===== config.mk =====
export PLATFORM = sky130hd
export DESIGN_NAME = gesture_long_press_mode_controller_core
export DESIGN_NICKNAME = d
export VERILOG_FILES = /design/src/rtl/glpmc_pkg.sv /design/src/rtl/gesture_long_press_mode_controller_core.sv
export SDC_FILE = /design/constraint.sdc
export NUM_CORES = 1
export LEC_CHECK = 0
export BUFFER_PORTS_ARGS = -buffer_cell sky130_fd_sc_hd__buf_2
export CAP_MARGIN = 25
export CORE_ASPECT_RATIO = 0.8
export CORE_UTILIZATION = 35
export CTS_CLUSTER_SIZE = 16
export DETAILED_ROUTE_END_ITERATION = 7
export GPL_ROUTABILITY_DRIVEN = 0
export GPL_TIMING_DRIVEN = 0
export PLACE_DENSITY = 0.5
export SYNTH_ARGS = -nofsm -noshare
export SYNTH_HDL_FRONTEND = slang
export SYNTH_SLANG_ARGS = --single-unit

===== constraint.sdc =====
create_clock -name clk -period 7.8 [get_ports clk]
set_clock_uncertainty 0.1 [all_clocks]
set_input_delay 1.56 -clock clk [delete_from_list [all_inputs] [get_ports clk]]
set_output_delay 1.56 -clock clk [all_outputs]
set_load 0.1 [all_outputs]

===== src/rtl/glpmc_pkg.sv =====
// Types and constants shared by the gesture long-press mode controller.
package glpmc_pkg;

  // Gesture codes from the sensor
  localparam logic [3:0] GEST_NONE     = 4'd0;
  localparam logic [3:0] GEST_UP       = 4'd1;
  localparam logic [3:0] GEST_DOWN     = 4'd2;
  localparam logic [3:0] GEST_LEFT     = 4'd3;
  localparam logic [3:0] GEST_RIGHT    = 4'd4;
  localparam logic [3:0] GEST_FORWARD  = 4'd5;
  localparam logic [3:0] GEST_BACKWARD = 4'd6;

  // Servo targets in degrees
  localparam logic [7:0] ANGLE_LEFT   = 8'd0;
  localparam logic [7:0] ANGLE_RIGHT  = 8'd180;
  localparam logic [7:0] ANGLE_CENTER = 8'd90;

  // Register indexes on the config port (byte address bits [3:2])
  localparam logic [1:0] REG_LONG_PRESS_TIME = 2'd0;
  localparam logic [1:0] REG_LATCH_TIMEOUT   = 2'd1;
  localparam logic [1:0] REG_RECORD_LIMIT    = 2'd2;

  // Register reset values
  localparam logic [15:0] LONG_PRESS_TIME_RST = 16'd1000;
  localparam logic [15:0] LATCH_TIMEOUT_RST   = 16'd2000;
  localparam logic [10:0] RECORD_LIMIT_RST    = 11'd64;

  typedef enum logic [1:0] {
    MODE_CONTROL  = 2'd0,
    MODE_RECORD   = 2'd1,
    MODE_PLAYBACK = 2'd2,
    MODE_MENU     = 2'd3
  } mode_t;

  typedef enum logic [2:0] {
    ACT_NONE       = 3'd0,
    ACT_MENU_ENTER = 3'd1,
    ACT_REC_START  = 3'd2,
    ACT_REC_STOP   = 3'd3,
    ACT_PLAY_START = 3'd4,
    ACT_PLAY_STOP  = 3'd5,
    ACT_PLAY_DONE  = 3'd6,
    ACT_MENU_EXIT  = 3'd7
  } action_t;

  // One poll from the gesture sensor, recorder and menu
  typedef struct packed {
    logic [3:0]  gesture;
    logic [31:0] tick_ms;
    logic [10:0] recorded_count;
    logic        playback_done;
    logic        menu_exit_request;
  } poll_t;

  // One result item
  typedef struct packed {
    logic        long_press;
    mode_t       mode;
    logic        servo_valid;
    logic [7:0]  servo_angle;
    action_t     action;
    logic        record_valid;
    logic        record_full;
  } result_t;

  // Servo angle for a gesture; bit 8 flags a mapped direction
  function automatic logic [8:0] angle_of(input logic [3:0] g);
    logic [8:0] r;
    case (g)
      GEST_LEFT:  r = {1'b1, ANGLE_LEFT};
      GEST_RIGHT: r = {1'b1, ANGLE_RIGHT};
      GEST_UP:    r = {1'b1, ANGLE_CENTER};
      GEST_DOWN:  r = {1'b1, ANGLE_CENTER};
      default:    r = 9'd0;
    endcase
    return r;
  endfunction

endpackage


===== src/rtl/gesture_long_press_mode_controller_core.sv =====
// Gesture long-press detector and four-mode servo/recorder controller.
//
// Usage:
//   poll channel (poll_valid/poll_ready/poll): one item per sensor poll with
//   gesture code, millisecond tick and recorder/menu status flags.
//   result channel (result_valid/result_ready/result): one item per poll with
//   the long-press flag, mode after the poll, servo target and commands.
//   APB port: long_press_time at 0x0, latch_timeout at 0x4, record_limit at
//   0x8; pready is tied high, reads return the current register value.
// Timing:
//   Each accepted poll is evaluated in the cycle it is accepted and its result
//   is registered; result_valid rises on the next cycle.
//   Throughput is one poll per cycle while each result is taken, set by the
//   single result register; the latch, hold and mode state have their own.
//   When the receiver stalls, the result register holds its item and
//   poll_ready drops until it is taken; a poll is taken in the same cycle the
//   held result leaves.
// Reset:
//   Synchronous rst clears the mode (control), latch/hold state, previous
//   codes and result_valid, and loads the register reset values.
module gesture_long_press_mode_controller_core (
  input  logic                clk,
  input  logic                rst,
  // poll channel
  input  logic                poll_valid,
  output logic                poll_ready,
  input  glpmc_pkg::poll_t    poll,
  // result channel
  output logic                result_valid,
  input  logic                result_ready,
  output glpmc_pkg::result_t  result,
  // config port
  input  logic                psel,
  input  logic                penable,
  input  logic                pwrite,
  input  logic [3:0]          paddr,
  input  logic [31:0]         pwdata,
  output logic [31:0]         prdata,
  output logic                pready
);
  import glpmc_pkg::*;

  // config registers
  logic [15:0] long_press_time;
  logic [15:0] latch_timeout;
  logic [10:0] record_limit;

  // controller state
  mode_t       mode_reg;
  logic [3:0]  latched_code;
  logic [31:0] latch_time;
  logic [3:0]  held_code;
  logic [31:0] hold_start;
  logic        press_reported;
  logic [3:0]  prev_control_code;
  logic [3:0]  prev_record_code;
  logic [3:0]  recent_valid_code;

  mode_t       mode_reg_next;
  logic [3:0]  latched_code_next;
  logic [31:0] latch_time_next;
  logic [3:0]  held_code_next;
  logic [31:0] hold_start_next;
  logic        press_reported_next;
  logic [3:0]  prev_control_code_next;
  logic [3:0]  prev_record_code_next;
  logic [3:0]  recent_valid_code_next;
  result_t     result_next;

  logic        poll_fire;
  logic        cfg_write;

  assign pready     = 1'b1;
  assign cfg_write  = psel && penable && pwrite && pready;
  assign poll_ready = !result_valid || result_ready;
  assign poll_fire  = poll_valid && poll_ready;

  // config write
  always_ff @(posedge clk) begin
    if (rst) begin
      long_press_time <= LONG_PRESS_TIME_RST;
      latch_timeout   <= LATCH_TIMEOUT_RST;
      record_limit    <= RECORD_LIMIT_RST;
    end else if (cfg_write) begin
      case (paddr[3:2])
        REG_LONG_PRESS_TIME: long_press_time <= pwdata[15:0];
        REG_LATCH_TIMEOUT:   latch_timeout   <= pwdata[15:0];
        REG_RECORD_LIMIT:    record_limit    <= pwdata[10:0];
        default: ;
      endcase
    end
  end

  // config readback
  always_comb begin
    case (paddr[3:2])
      REG_LONG_PRESS_TIME: prdata = {16'd0, long_press_time};
      REG_LATCH_TIMEOUT:   prdata = {16'd0, latch_timeout};
      REG_RECORD_LIMIT:    prdata = {21'd0, record_limit};
      default:             prdata = 32'd0;
    endcase
  end

  // per-poll evaluation: long-press detection, then the mode controller
  always_comb begin
    logic [31:0] since_latch;
    logic [31:0] since_hold;
    logic        hit;
    logic [3:0]  g;
    logic [8:0]  ang;

    g           = poll.gesture;
    since_latch = poll.tick_ms - latch_time;
    since_hold  = poll.tick_ms - hold_start;
    hit         = 1'b0;
    ang         = angle_of(g);

    latched_code_next      = latched_code;
    latch_time_next        = latch_time;
    held_code_next         = held_code;
    hold_start_next        = hold_start;
    press_reported_next    = press_reported;
    mode_reg_next          = mode_reg;
    prev_control_code_next = prev_control_code;
    prev_record_code_next  = prev_record_code;
    recent_valid_code_next = recent_valid_code;

    result_next = '0;

    // gesture latch with timeout
    if (g != GEST_NONE) begin
      latched_code_next = g;
      latch_time_next   = poll.tick_ms;
    end else if (latched_code != GEST_NONE && since_latch > {16'd0, latch_timeout}) begin
      latched_code_next = GEST_NONE;
    end

    // hold tracking, long press reported once per hold
    if (latched_code_next != GEST_NONE) begin
      if (latched_code_next == held_code) begin
        if (since_hold >= {16'd0, long_press_time} && !press_reported) begin
          hit                 = 1'b1;
          press_reported_next = 1'b1;
        end
      end else begin
        held_code_next      = latched_code_next;
        hold_start_next     = poll.tick_ms;
        press_reported_next = 1'b0;
      end
    end else begin
      held_code_next      = GEST_NONE;
      hold_start_next     = poll.tick_ms;
      press_reported_next = 1'b0;
    end

    // mode controller
    case (mode_reg)
      MODE_CONTROL: begin
        if (g != GEST_NONE) recent_valid_code_next = g;
        if (g != prev_control_code || hit) begin
          prev_control_code_next = g;
          if (hit) begin
            if (recent_valid_code_next == GEST_FORWARD) begin
              mode_reg_next          = MODE_MENU;
              result_next.action     = ACT_MENU_ENTER;
              recent_valid_code_next = GEST_NONE;
            end else if (recent_valid_code_next == GEST_UP) begin
              mode_reg_next          = MODE_RECORD;
              result_next.action     = ACT_REC_START;
              prev_record_code_next  = GEST_NONE;
              recent_valid_code_next = GEST_NONE;
            end else if (recent_valid_code_next == GEST_DOWN) begin
              // playback needs something recorded
              if (poll.recorded_count != 11'd0) begin
                mode_reg_next      = MODE_PLAYBACK;
                result_next.action = ACT_PLAY_START;
              end
              recent_valid_code_next = GEST_NONE;
            end
          end else if (g != GEST_NONE && ang[8]) begin
            result_next.servo_valid = 1'b1;
            result_next.servo_angle = ang[7:0];
          end
        end
      end
      MODE_RECORD: begin
        if (g != GEST_NONE) recent_valid_code_next = g;
        if (hit && (recent_valid_code_next == GEST_UP ||
                    recent_valid_code_next == GEST_DOWN)) begin
          mode_reg_next          = MODE_CONTROL;
          result_next.action     = ACT_REC_STOP;
          recent_valid_code_next = GEST_NONE;
        end else if (g != prev_record_code) begin
          prev_record_code_next = g;
          if (g != GEST_NONE && ang[8]) begin
            result_next.servo_valid = 1'b1;
            result_next.servo_angle = ang[7:0];
            if (poll.recorded_count < record_limit) result_next.record_valid = 1'b1;
            else result_next.record_full = 1'b1;
          end
        end
      end
      MODE_PLAYBACK: begin
        if (g != GEST_NONE) recent_valid_code_next = g;
        if (hit && (recent_valid_code_next == GEST_FORWARD ||
                    recent_valid_code_next == GEST_BACKWARD)) begin
          mode_reg_next          = MODE_CONTROL;
          result_next.action     = ACT_PLAY_STOP;
          recent_valid_code_next = GEST_NONE;
        end else if (poll.playback_done) begin
          mode_reg_next      = MODE_CONTROL;
          result_next.action = ACT_PLAY_DONE;
        end
      end
      MODE_MENU: begin
        if (poll.menu_exit_request) begin
          mode_reg_next      = MODE_CONTROL;
          result_next.action = ACT_MENU_EXIT;
        end
      end
      default: ;
    endcase

    result_next.long_press = hit;
    result_next.mode       = mode_reg_next;
  end

  // state update on each accepted poll
  always_ff @(posedge clk) begin
    if (rst) begin
      mode_reg          <= MODE_CONTROL;
      latched_code      <= GEST_NONE;
      latch_time        <= '0;
      held_code         <= GEST_NONE;
      hold_start        <= '0;
      press_reported    <= 1'b0;
      prev_control_code <= GEST_NONE;
      prev_record_code  <= GEST_NONE;
      recent_valid_code <= GEST_NONE;
    end else if (poll_fire) begin
      mode_reg          <= mode_reg_next;
      latched_code      <= latched_code_next;
      latch_time        <= latch_time_next;
      held_code         <= held_code_next;
      hold_start        <= hold_start_next;
      press_reported    <= press_reported_next;
      prev_control_code <= prev_control_code_next;
      prev_record_code  <= prev_record_code_next;
      recent_valid_code <= recent_valid_code_next;
    end
  end

  // result register
  always_ff @(posedge clk) begin
    if (rst) begin
      result_valid <= 1'b0;
    end else if (poll_fire) begin
      result_valid <= 1'b1;
    end else if (result_ready) begin
      result_valid <= 1'b0;
    end
  end

  always_ff @(posedge clk) begin
    if (poll_fire) begin
      result <= result_next;
    end
  end

  // checks
  a_held_tracks_latch: assert property (@(posedge clk) disable iff (rst)
    held_code == latched_code)
    else $error("held code diverged from latched code");

  a_press_marked: assert property (@(posedge clk) disable iff (rst)
    poll_fire && result_next.long_press |=> press_reported)
    else $error("long press not marked as reported");

  a_menu_entry: assert property (@(posedge clk) disable iff (rst)
    poll_fire && mode_reg != MODE_MENU && mode_reg_next == MODE_MENU
      |-> result_next.action == ACT_MENU_ENTER)
    else $error("menu entered without menu enter action");

  a_record_flags: assert property (@(posedge clk) disable iff (rst)
    result_valid && (result.record_valid || result.record_full)
      |-> result.servo_valid && result.mode == MODE_RECORD
          && !(result.record_valid && result.record_full))
    else $error("inconsistent record flags");

endmodule

[Word-level counts from Yosys, hierarchy flattened]
Index checks and enable logic that the tools add are counted.
Storage, ports and cells
  output and inout port bits: 52
  flip-flop bits (word level): 148
  word-level logic and storage cells: 153
  bits of input ports: 92
Operators by class
  reduce and logical (&&, ||, !) cells: 34
  $add $sub $neg: 2
  bitwise operators: 3
  equal/unequal tests: 27
  multiplexer cells: 64
  $lt $le $gt $ge: 3
Operator list (number)
  2-to-1 mux 4 bit: 21
  2-to-1 mux 32 bit: 2
  subtractor 32 bit: 2
  case mux 16 bit (3 select lines): 1
  2-to-1 mux 9 bit: 4
  greater-or-equal comparator 32 x 16 -> 1 bit: 1
  > comparator 32 x 16 -> 1 bit: 1
  case mux 9 bit (3 select lines): 1
  2-to-1 mux 3 bit: 8
  2-to-1 mux 2 bit: 11
  case mux 9 bit (2 select lines): 1
  == test 4 x 2 -> 1 bit, second input constant: 4
  == test 4 x 3 -> 1 bit, second input constant: 4
  != test 2 bit, second input constant: 7
  AND reduction 2 bit: 7
  == test 4 x 1 -> 1 bit, second input constant: 3
  2-to-1 mux 12 bit: 1
  case mux 3 bit (4 select lines): 1
  case mux 4 bit (3 select lines): 1
  nonzero test 4 bit: 3
  < comparator 11 bit: 1
  nonzero test 11 bit: 1
  2-to-1 mux 1 bit: 10
  logical AND 1 bit: 8
  17 further kinds: 29

[Depth between registers and ports, before layout]
Gate-level depths: netlist (run 1).
  depth in word-level cells: 11
  depth in mapped cells: 25
  mapped depth without buffers: 24

[Worst setup path after synthesis (run 1)]
Ideal clock, no wire load.
  path kind: input -> register
  from: input port poll[13] (netlist bit)
  to: register result[14] (netlist bit), data pin
  stages: 23
  data arrival time: 6477 ps
  slack: 962 ps
  buffers on the path: 1
  cells stage by stage: inv_1 -> ha_1 -> fa_1 -> nand2b_1 -> a21oi_2 -> o21ai_0 -> o21ai_0 -> xor2_1 -> ha_1 -> a21o_1 -> a22o_1 -> o21ai_0 -> nand3_1 -> o22ai_1 -> nand4_1 -> or4_4 -> nor4_2 -> mux2i_1 -> nand2_1 -> buf_6 -> nor2_2 -> a21oi_1 -> a221o_1
Between the ends
  word-level cells in the longest chain between the ends: 11
  elaborated cells on any way between the ends: 21
  those cells by class: add/sub (2); order compare (2); eq/ne (1); mux (10); reduce/logical (6)
RTL lines
  start: declaration: line gesture_long_press_mode_controller_core.sv:27  | input glpmc_pkg::poll_t poll,
  subtractor 32 bit: line gesture_long_press_mode_controller_core.sv:113  | since_latch = poll.tick_ms - latch_time;
  > comparator 32 x 16 -> 1 bit: line gesture_long_press_mode_controller_core.sv:134  | end else if (latched_code != GEST_NONE && since_latch > {16'd0, latch_timeout}) begin
  logical AND 1 bit: line gesture_long_press_mode_controller_core.sv:134
  2-to-1 mux 4 bit: line gesture_long_press_mode_controller_core.sv:134
  2-to-1 mux 4 bit: line gesture_long_press_mode_controller_core.sv:131  | if (g != GEST_NONE) begin
  == test 4 bit: line gesture_long_press_mode_controller_core.sv:140  | if (latched_code_next == held_code) begin
  2-to-1 mux 1 bit: line gesture_long_press_mode_controller_core.sv:140
  2-to-1 mux 1 bit (*): line gesture_long_press_mode_controller_core.sv:139  | if (latched_code_next != GEST_NONE) begin
  2-to-1 mux 2 bit (tied with other cells): line gesture_long_press_mode_controller_core.sv:162  | if (hit) begin
  2-to-1 mux 2 bit, on equally long branches: line gesture_long_press_mode_controller_core.sv:160, gesture_long_press_mode_controller_core.sv:188, gesture_long_press_mode_controller_core.sv:205
  case mux 2 bit (4 select lines) (*): line gesture_long_press_mode_controller_core.sv:157  | case (mode_reg)
  via mode_reg_next[0]: line gesture_long_press_mode_controller_core.sv:59  | mode_t mode_reg_next;
  end signal: assignment: line gesture_long_press_mode_controller_core.sv:266  | result <= result_next;
  end: declaration: line gesture_long_press_mode_controller_core.sv:31  | output glpmc_pkg::result_t result,
Mark *: on every way through the listed nets, which the timed path passes. The rest lies on a longest branch.
A chain may end at the register's enable or synchronous reset.

[Worst setup path after layout (run 1)]
  from: input port poll[13] (netlist bit)
  to: register result[1] (netlist bit), data pin
Between the ends
  word-level cells in the longest chain between the ends: 10
  elaborated cells on any way between the ends: 15
  those cells by class: add/sub (2); order compare (2); eq/ne (1); mux (5); reduce/logical (5)
RTL lines
  subtractor 32 bit: line gesture_long_press_mode_controller_core.sv:113
  > comparator 32 x 16 -> 1 bit: line gesture_long_press_mode_controller_core.sv:134
  logical AND 1 bit: line gesture_long_press_mode_controller_core.sv:134
  2-to-1 mux 4 bit: line gesture_long_press_mode_controller_core.sv:134
  2-to-1 mux 4 bit: line gesture_long_press_mode_controller_core.sv:131
  == test 4 bit: line gesture_long_press_mode_controller_core.sv:140
  2-to-1 mux 1 bit: line gesture_long_press_mode_controller_core.sv:140
  2-to-1 mux 1 bit (*): line gesture_long_press_mode_controller_core.sv:139
  logical AND 1 bit (*): line gesture_long_press_mode_controller_core.sv:188  | if (hit && (recent_valid_code_next == GEST_UP ||
  OR reduction 4 bit (no source line) (*)
Every way passes the cells marked *; elsewhere a longest branch is shown, timed or not.

==> flow_summary_export.csv, run 1 <==
group,metric,value,unit
synth,synth_top_area_cell,"dfxtp_1",
place,hpwl,30600,µm
routing,drc,0,
synth,synth_top_area_share,22.6,%
clock_network,hold_buffers,0,
synth,synth_cell_types,82,
sta,setup_viol,0,
synth,synth_common_cells,"nand2_1 (219), a21oi_1 (158), inv_1 (135)",
setup_path,worstPathMaxFanout,4,
die,initial_core_util,35.6,%
routing,drtIter0Drc,921,
synth,syn_area,11600,µm²
routing,num_vias,11400,
sta,rsz0062_at_grt,"yes",
sta,layout_min_cycle_time,7510,ps
clock_network,worstSkewPairLatency,460,ps
synth,ys_seq_area_share,25.8,%
die,die_area,33800,µm²
die,fp.dieH,165,µm
global_routing,grt_pass1_vias,10200,
global_routing,track_usage,22.5,%
clock_network,h-tree-depth,4,
routing,drtAntennaViolNets,0,
synth,synth_flop_cell,"dfxtp_1",
clock_network,cts_tree,"built",
clock_network,cts_buffers,17,
layout,diodes,0,
synth,yosys-top-cells-area,"dfxtp_1 (23%), ha_1 (12%), nand2_1 (7.1%)",
pwr,power_density,187,nW/µm²
pwr,vdd_drop_max,117,µV
synth,synth_cells,1542,
run,drv_cap,0,
setup_path,cp-end-kind,"flop",
routing,drtPass1Iterations,6,
setup_path,cp.arrival,7700,ps
clock_network,cts_buffer_depth,2,
setup_path,required,8000,ps
global_routing,grt_overflow,0,
clock_network,clk_pin_slew,70,ps
die,die_x,205,µm
sta,hold_violations,0,
layout,nets,1886,
routing,wl_per_cell,17.8,µm
synth,async_flop_share,0,%
sta,tightest_slew,953,ps
layout,final_layout_size_suffix_gt1_share,11.4,%
synth,avgSynthCellArea,7.51,µm²
setup_path,start_kind,"input port",
synth,synth_seq_cells,143,
layout,synthToLayoutAreaGrowth,15.2,%
global_routing,grt_pass1_wl,58000,µm
sta,holdWs,352,ps
die,fp.coreArea,32600,µm²
clock_network,cts.sinks,143,
synth,synth_most_common_cell,"nand2_1",
sta,max_clock_freq,133,MHz
die,io_pins,144,
clock_network,cts_setup_buffers,0,
global_routing,antenna_found_initial,0,
clock_network,cts_root_buf,"clkbuf_16",
layout,instances_no_fill,2124,
pwr,static-leakage-power,5.71,nW
routing,drt_wl_total,37700,µm
layout,final_core_util,41.0,%
sta,max_slew_margin,35.8,%
place,placedCellCount,2092,
synth,synth_edf_count,12,
sta,final_min_period_over_clock_period,96.2,%
die,rows,59,
layout,reg.largest.list,"hold_start (32), latch_time (32)",
hold_path,hp-class,"reg2reg",
setup_path,criticalPathCategory,"in2reg",
routing,viasPerCell,5.37,
outcome,outcome,"completed",
place,io_buffer_count,106,
synth,yosysWarnings,0,
sta,drv_slew,0,
global_routing,grt_max_degree,17,
layout,fill_cells,3437,
critical path, cell delays in order:
cell and delay [ps]:
buf_2 130, inv_1 110, ha_1 190, inv_1 60
fa_1 390, a21oi_1 270, o22ai_1 220, a211oi_1 710
o21ai_0 240, xor2_1 190, ha_1 300, nor2b_1 130
o21ai_0 460, nand2_1 90, nor4_1 460, and4_1 270
nand4_1 150, o41ai_2 590, a211oi_2 170, and3_1 270
or4_1 580, nor3_1 160
layout by cell type, fill, tap and decap left out, drive strengths merged, types with 7 or more instances in the layout:
cell | netlist | final
a21o | 34 | 34
dfxtp | 131 | 131
o2111ai | 11 | 11
nor2b | 14 | 14
nand4 | 23 | 23
a21oi | 161 | 161
a31oi | 9 | 9
nand3 | 33 | 33
nor4 | 12 | 12
ha | 108 | 108
nor3 | 31 | 31
a211oi | 15 | 15
and4 | 7 | 7
o22ai | 7 | 7
xnor2 | 22 | 22
buf | 38 | 145
nand2 | 219 | 219
inv | 135 | 138
edfxtp | 12 | 12
or3 | 7 | 7
o21ai | 78 | 78
xor2 | 28 | 28
nand2b | 13 | 13
and3 | 10 | 10
clkbuf | 51 | 71
and2 | 9 | 9
o21a | 17 | 17
o211ai | 26 | 26
conb | 2 | 18
nor2 | 120 | 120
mux2i | 64 | 64
o211a | 7 | 7
final timing paths:
| path | slack, ps | startpoint | endpoint | cells after the start |
|---|---|---|---|---|
| min | 350 | latch_time[9] | latch_time[9] | 2 |
| min reg2reg | 350 | latch_time[9] | latch_time[9] | 2 |
| max | 290 | poll[13] | result[1] | 22 |
| max reg2reg | 1320 | hold_start[0] | result[1] | 20 |
layer usage:
| layer | part of all wire (%) | vias up | track usage, % |
|---|---|---|---|
| met5 | 0 | - | 0 |
| met4 | 1.2 | 0 | 4.55 |
| met3 | 6.9 | 31 | 4.64 |
| met2 | 40 | 380 | 31.8 |
| met1 | 52 | 5266 | 34.3 |
| li1 | - | 5726 | - |
final cells by class:
class / instances / area (µm²) / area share [%]
clock inverter: 12 / 161 / 1.21
inverter: 135 / 507 / 3.80
sequential: 143 / 2980 / 22.4
timing repair buffer: 107 / 546 / 4.09
multi-input combinational: 1191 / 7730 / 58.0
clock buffer: 20 / 437 / 3.27
tap: 427 / 534 / 4.00
buffer: 89 / 438 / 3.28
logic make-up (layout without fill, tap and decap cells):
family | after synthesis | in the layout | share of synthesized area, %
AO/OA/AOI/OAI | 432 | 432 | 24.1
XOR/XNOR | 50 | 50 | 3.78
adder cells (fa/ha/maj) | 110 | 110 | 12.0
buffers and inverters | 224 | 363 | 8.16
flip-flops | 143 | 143 | 25.8
multiplexers | 67 | 67 | 5.82
other | 2 | 18 | 0.0648
AND/OR/NAND/NOR | 514 | 514 | 20.3
what timing repair did:
action / 4_1_cts / 5_1_grt
endpoints found under the setup margin: 0 / 47
resized for setup: 0 / 3
endpoints found under the hold margin: 0 / 0
stage by stage:
stage               power (W)  setup TNS (ps)  instance area (µm²)  setup slack [ps]
finish                0.00250               0                13300               293
CTS                   0.00251               0                13300               111
floorplan             0.00142               0                11600               962
global route          0.00264           -10.9                13300             -10.9
global placement      0.00163           -8870                12700              -363
detailed placement    0.00163          -10720                12700              -390
where the power goes:
group | leakage [nW] | total (W) | switching (W) | internal, W
Sequential | 1.19 | 0.000796 | 0.0000200 | 0.000776
Combinational | 4.24 | 0.000835 | 0.000557 | 0.000278
Clock | 0.278 | 0.000870 | 0.000364 | 0.000506
Note: power is estimated with default switching activity, not from simulation.
==> inputs of run 2 (changes only) <==
- PLACE_DENSITY: 0.5 -> default
- TNS_END_PERCENT: default -> 20
==> run 2 against run 1 <==
  * Combinational power down 2.8%
  * Clock-buffer cell count did not move
  * Register-to-register slack lost 30 ps
  * Flip-flop and latch count unchanged
  * Maximum frequency increased by 1.2%
  * Critical path type unchanged
  * Largest cell class unchanged
  * Largest power group unchanged
==> flow_summary_export.csv, run 2 (synthesis gave the netlist of run 1 again) <==
group,metric,value,unit
global_routing,grt_pass1_wl,54800,µm
sta,rsz0062_at_grt,"no",
place,io_buffer_count,106,
clock_network,hold_buffers,0,
clock_network,cts_setup_buffers,0,
setup_path,start_kind,"input port",
die,fp.coreArea,32600,µm²
sta,tightest_slew,939,ps
sta,final_min_period_over_clock_period,95.1,%
layout,final_core_util,40.9,%
setup_path,required,8010,ps
die,fp.dieH,165,µm
setup_path,cp.arrival,7620,ps
layout,synthToLayoutAreaGrowth,15.0,%
clock_network,cts_resized,0,
sta,hold_violations,0,
sta,layout_min_cycle_time,7420,ps
setup_path,cp-end-kind,"flop",
run,drv_cap,0,
routing,drtIter0Drc,937,
setup_path,worstPathMaxFanout,10,
die,io_pins,144,
pwr,power_density,183,nW/µm²
sta,setup_viol,0,
clock_network,cts_buffers,17,
layout,nets,1886,
die,die_area,33800,µm²
place,hpwl,28600,µm
routing,num_vias,11500,
routing,drc,0,
global_routing,grt_pass1_vias,10400,
clock_network,cts.sinks,143,
clock_network,cts_tree,"built",
routing,drtAntennaViolNets,0,
routing,viasPerCell,5.40,
layout,diodes,0,
place,placedCellCount,2092,
sta,drv_slew,0,
sta,max_slew_margin,36.6,%
clock_network,clk_pin_slew,60,ps
setup_path,criticalPathCategory,"in2reg",
die,die_x,205,µm
global_routing,grt_overflow,0,
pwr,static-leakage-power,5.72,nW
sta,max_clock_freq,135,MHz
routing,wl_per_cell,16.4,µm
sta,tns,0,ps
die,initial_core_util,35.6,%
global_routing,grt_max_degree,17,
layout,instances_no_fill,2124,
layout,final_layout_size_suffix_gt1_share,11.4,%
pwr,vdd_drop_max,154,µV
hold_path,holdCritStartpoint,"latch_time[18]",
layout,reg.largest.list,"hold_start (32), latch_time (32)",
layout,layout_common_cells,"nand2_1 (219), a21oi_1 (158), inv_1 (135)",
setup_path,crit_start,"poll[24]",
global_routing,track_usage,20.8,%
routing,drt_wl_total,34800,µm
outcome,outcome,"completed",
setup_path,crit-reg2reg-launch,"latch_time[1]",
die,rows,59,
clock_network,worstSkewPairLatency,450,ps
clock_network,h-tree-depth,4,
hold_path,hp-class,"reg2reg",
clock_network,cts_buffer_depth,2,
routing,drtPass1Iterations,5,
global_routing,antenna_found_initial,1,
layout,final_common_cell,"nand2_1",
clock_network,cts_root_buf,"clkbuf_16",
-- run 2: changes by cell type in the layout (fill, tap and decap cells not counted) --
| cell | before | now |
|---|---|---|
| o41ai_2 | 2 | 1 |
| mux2i_1 | 63 | 64 |
| clkinvlp_4 | 4 | 1 |
| clkbuf_8 | 0 | 2 |
| clkbuf_1 | 53 | 51 |
| o41ai_1 | 2 | 3 |
| mux2i_2 | 1 | 0 |
| inv_6 | 2 | 4 |
| clkinv_4 | 2 | 1 |
| clkinv_2 | 0 | 4 |
| inv_4 | 1 | 0 |
| bufinv_16 | 3 | 2 |
-- run 2: power by group --
| part | internal (W) | switching, W | leakage, nW |
|---|---|---|---|
| logic | 0.000278 | 0.000534 | 4.24 |
| clock network | 0.000489 | 0.000337 | 0.291 |
| registers | 0.000776 | 0.0000200 | 1.19 |
-- run 2: final cells by class --
class / instances / area, µm²
fillers: 3386 / 19200
multi-input cells: 1191 / 7720
flip-flops and latches: 143 / 2980
repair buffers: 107 / 546
well taps: 427 / 534
inverters: 135 / 507
clock buffers: 20 / 457
plain buffers: 89 / 438
clock inverters: 12 / 131
-- run 2: worst max-delay path, stage by stage --
cell      delay [ps]
buf_2            150
ha_1             280
clkbuf_2         170
and4_1           260
nand3_1           90
a21oi_1          390
nor3_1           160
o21ai_0          230
xor2_1           200
ha_1             260
and4_1           220
and3_1           190
a21oi_1          130
nand3_1           90
o22ai_1          320
nand4_1          170
or4_4            560
nor4_4           440
mux2i_1          510
nand2_1          210
buf_6            200
o41a_1           520
o21ai_0          210
a21oi_1           90
-- run 2: per-stage QoR --
stage	worst slack [ps]	hold slack, ps	power (W)	cell area (µm²)
floorplan	962	336	0.00142	11600
global placement	-112	342	0.00160	12700
detailed placement	-155	347	0.00161	12700
CTS	319	355	0.00244	13300
global route	16.4	369	0.00257	13300
finish	384	353	0.00243	13300
-- run 2: path summary, 6_finish.rpt --
path | endpoint | slack, ps | depth (start not counted)
setup / recovery | prev_record_code[3] | 380 | 24
hold reg to reg | latch_time[18] | 350 | 2
hold / removal | latch_time[18] | 350 | 2
setup reg to reg | prev_record_code[3] | 1290 | 23
-- run 2: per-layer routing --
metal	vias up	GRT usage (%)	part of all wire, %
li1	5718	-	-
met1	5339	31.1	52
met2	371	29.5	39
met3	32	4.30	7.2
met4	0	6.03	1.8
met5	-	0	0
==> inputs of run 3 (changes only) <==
- MAX_ROUTING_LAYER: default -> met4
- SKIP_LAST_GASP: default -> 1
==> run 3 against run 2 <==
  * Hold slack about the same
  * Critical path type unchanged
  * Final area unchanged
  * Largest cell class unchanged
  * Die area unchanged
==> flow_summary_export.csv, run 3 (synthesis gave the netlist of run 1 again) <==
group,metric,value,unit
layout,synthToLayoutAreaGrowth,15.0,%
clock_network,hold_buffers,0,
layout,final_common_cell,"nand2_1",
setup_path,cp-end-kind,"flop",
layout,final_layout_size_suffix_gt1_share,11.4,%
setup_path,start_kind,"input port",
pwr,static-leakage-power,5.72,nW
routing,drtAntennaViolNets,0,
setup_path,slowest_delay,560,ps
setup_path,required,8010,ps
global_routing,grt_overflow,0,
clock_network,cts_setup_buffers,0,
hold_path,hp-class,"reg2reg",
routing,drt_wl_total,34800,µm
sta,rsz0062_at_grt,"no",
routing,route.met3.wl,2520,µm
clock_network,cts_buffers,17,
clock_network,cts_tree,"built",
setup_path,cp_num_buf_inv,2,
layout,reg.largest.list,"hold_start (32), latch_time (32)",
routing,viasPerCell,5.39,
pwr,vdd_drop_max,155,µV
pwr,seqPwrFrac,32.7,%
sta,tns,0,ps
routing,wl_met1,18000,µm
routing,drc,0,
global_routing,track_usage,21.4,%
clock_network,cts_resized,0,
clock_network,worstSkewPairLatency,460,ps
pwr,power_frac_clock,34.0,%
pwr,total_power,0.00244,W
clock_network,clk_pin_slew,60,ps
global_routing,antenna_found_initial,1,
sta,tightest_slew,983,ps
sta,max_slew_margin,33.6,%
routing,num_vias,11400,
setup_path,r2r_slack,1290,ps
layout,fin_area,13300,µm²
place,hpwl,28600,µm
clock_network,cts_buffer_depth,2,
pwr,p_sw_share,36.7,%
sta,max_clock_freq,135,MHz
pwr,internal_power,0.00154,W
clock_network,h-tree-depth,4,
setup_path,worst_path_max_delay_cell,"or4_4",
place,io_buffer_count,106,
sta,holdWs,353,ps
sta,hold_violations,0,
sta,setup_viol,0,
routing,drtPass1Iterations,5,
sta,layout_min_cycle_time,7400,ps
place,dpl-instance-area,12700,µm²
setup_path,crit-reg2reg-launch,"latch_time[1]",
pwr,power_density,183,nW/µm²
hold_path,min_to,"latch_time[18]",
setup_path,worstRegToRegCells,23,
die,die_area,33800,µm²
sta,drv_slew,0,
sta,final_min_period_over_clock_period,94.9,%
die,die_x,205,µm
outcome,outcome,"completed",
setup_path,path_cells,"buf_2 -> ha_1 -> and3_1 -> nand3_1 -> a21oi_1 -> nor3_1 -> o21ai_0 -> xor2_1 -> ha_1 -> and4_1 -> and3_1 -> a21oi_1 -> nand3_1 -> o22ai_1 -> nand4_1 -> or4_4 -> nor4_4 -> mux2i_1 -> nand2_1 -> buf_6 -> o41a_1 -> o21ai_0 -> a21oi_1",
die,initial_core_util,35.6,%
routing,highest_layer,"met4",
clock_network,cts_root_buf,"clkbuf_16",
layout,final_core_util,40.9,%
routing,drtIter0Drc,928,
global_routing,grt_pass1_vias,10400,
routing,wl_per_cell,16.4,µm
setup_path,reg2reg_to,"prev_record_code[3]",
layout,nets,1886,
routing,wl_met2,13600,µm
global_routing,grt_max_degree,17,
die,fp.coreArea,32600,µm²
setup_path,path_delay_family,"simple AND/OR/NAND/NOR gates",
hold_path,holdCritStartpoint,"latch_time[18]",
run,drv_cap,0,
setup_path,criticalPathCategory,"in2reg",
die,io_pins,144,
setup_path,cp.arrival,7620,ps
setup_path,worstPathMaxFanout,10,
global_routing,grt_pass1_wl,54800,µm
layout,layout_common_cells,"nand2_1 (219), a21oi_1 (158), inv_1 (135)",
layout,diodes,0,
hold_path,holdPathStages,2,
pwr,switchingPower,0.000893,W
clock_network,cts.sinks,143,
die,fp.dieH,165,µm
pwr,combinationalPowerShare,33.3,%
die,rows,59,
setup_path,crit_top_cell,"a21oi_1",
[run 3: cell counts in the layout (fill, tap and decap cells not counted)]
Identical to the previous run, type by type.
[run 3: cell type report]
type	instances	area, µm²
clock buffer	20	457
sequential	143	2980
buffer	89	438
tap	427	534
inverter	135	507
fill	3386	19200
timing repair buffer	107	546
multi-input combinational	1191	7720
clock inverter	12	131
[run 3: worst max path at each step]
stage | from | slack, ps | cells after the start | to
floorplan | poll[13] | 960 | 23 | result[14]
global placement | poll[25] | -110 | 23 | result[14]
detailed placement | poll[13] | -160 | 24 | prev_record_code[0]
CTS | poll[24] | 320 | 24 | prev_record_code[0]
global route | poll[25] | 20 | 23 | prev_record_code[1]
finish | poll[21] | 400 | 23 | prev_record_code[3]
[run 3: per-stage QoR]
stage	std cells	setup WS, ps
5_1_grt	2124	16.3
6_report	2124	396
3_3_place_gp	2091	-112
3_5_place_dp	2092	-155
2_1_floorplan	1558	962
4_1_cts	2124	319
[run 3: power by group through the flow]
stage          clock (W)  combinational [W]  sequential (W)
2_1_floorplan          0           0.000581        0.000837
3_3_place_gp           0           0.000789        0.000811
3_5_place_dp           0           0.000798        0.000812
4_1_cts         0.000841           0.000803        0.000796
5_1_grt         0.000875           0.000896        0.000800
6_report        0.000828           0.000812        0.000796
[run 3: worst reg2reg max path: cells and delay by family (launching register included)]
| family | cells | cell delay [ps] |
|---|---|---|
| compound gates | 8 | 2160 |
| xor+xnor | 1 | 200 |
| fa+ha+maj | 2 | 520 |
| buf+inv | 2 | 260 |
| flops | 1 | 390 |
| mux | 1 | 510 |
| simple gates | 9 | 2230 |
[run 3: metal layers]
layer	vias to the layer above	global-route usage, %
met5	-	-
met4	0	6.03
met3	44	4.30
met2	373	29.5
met1	5314	31.1
li1	5717	-
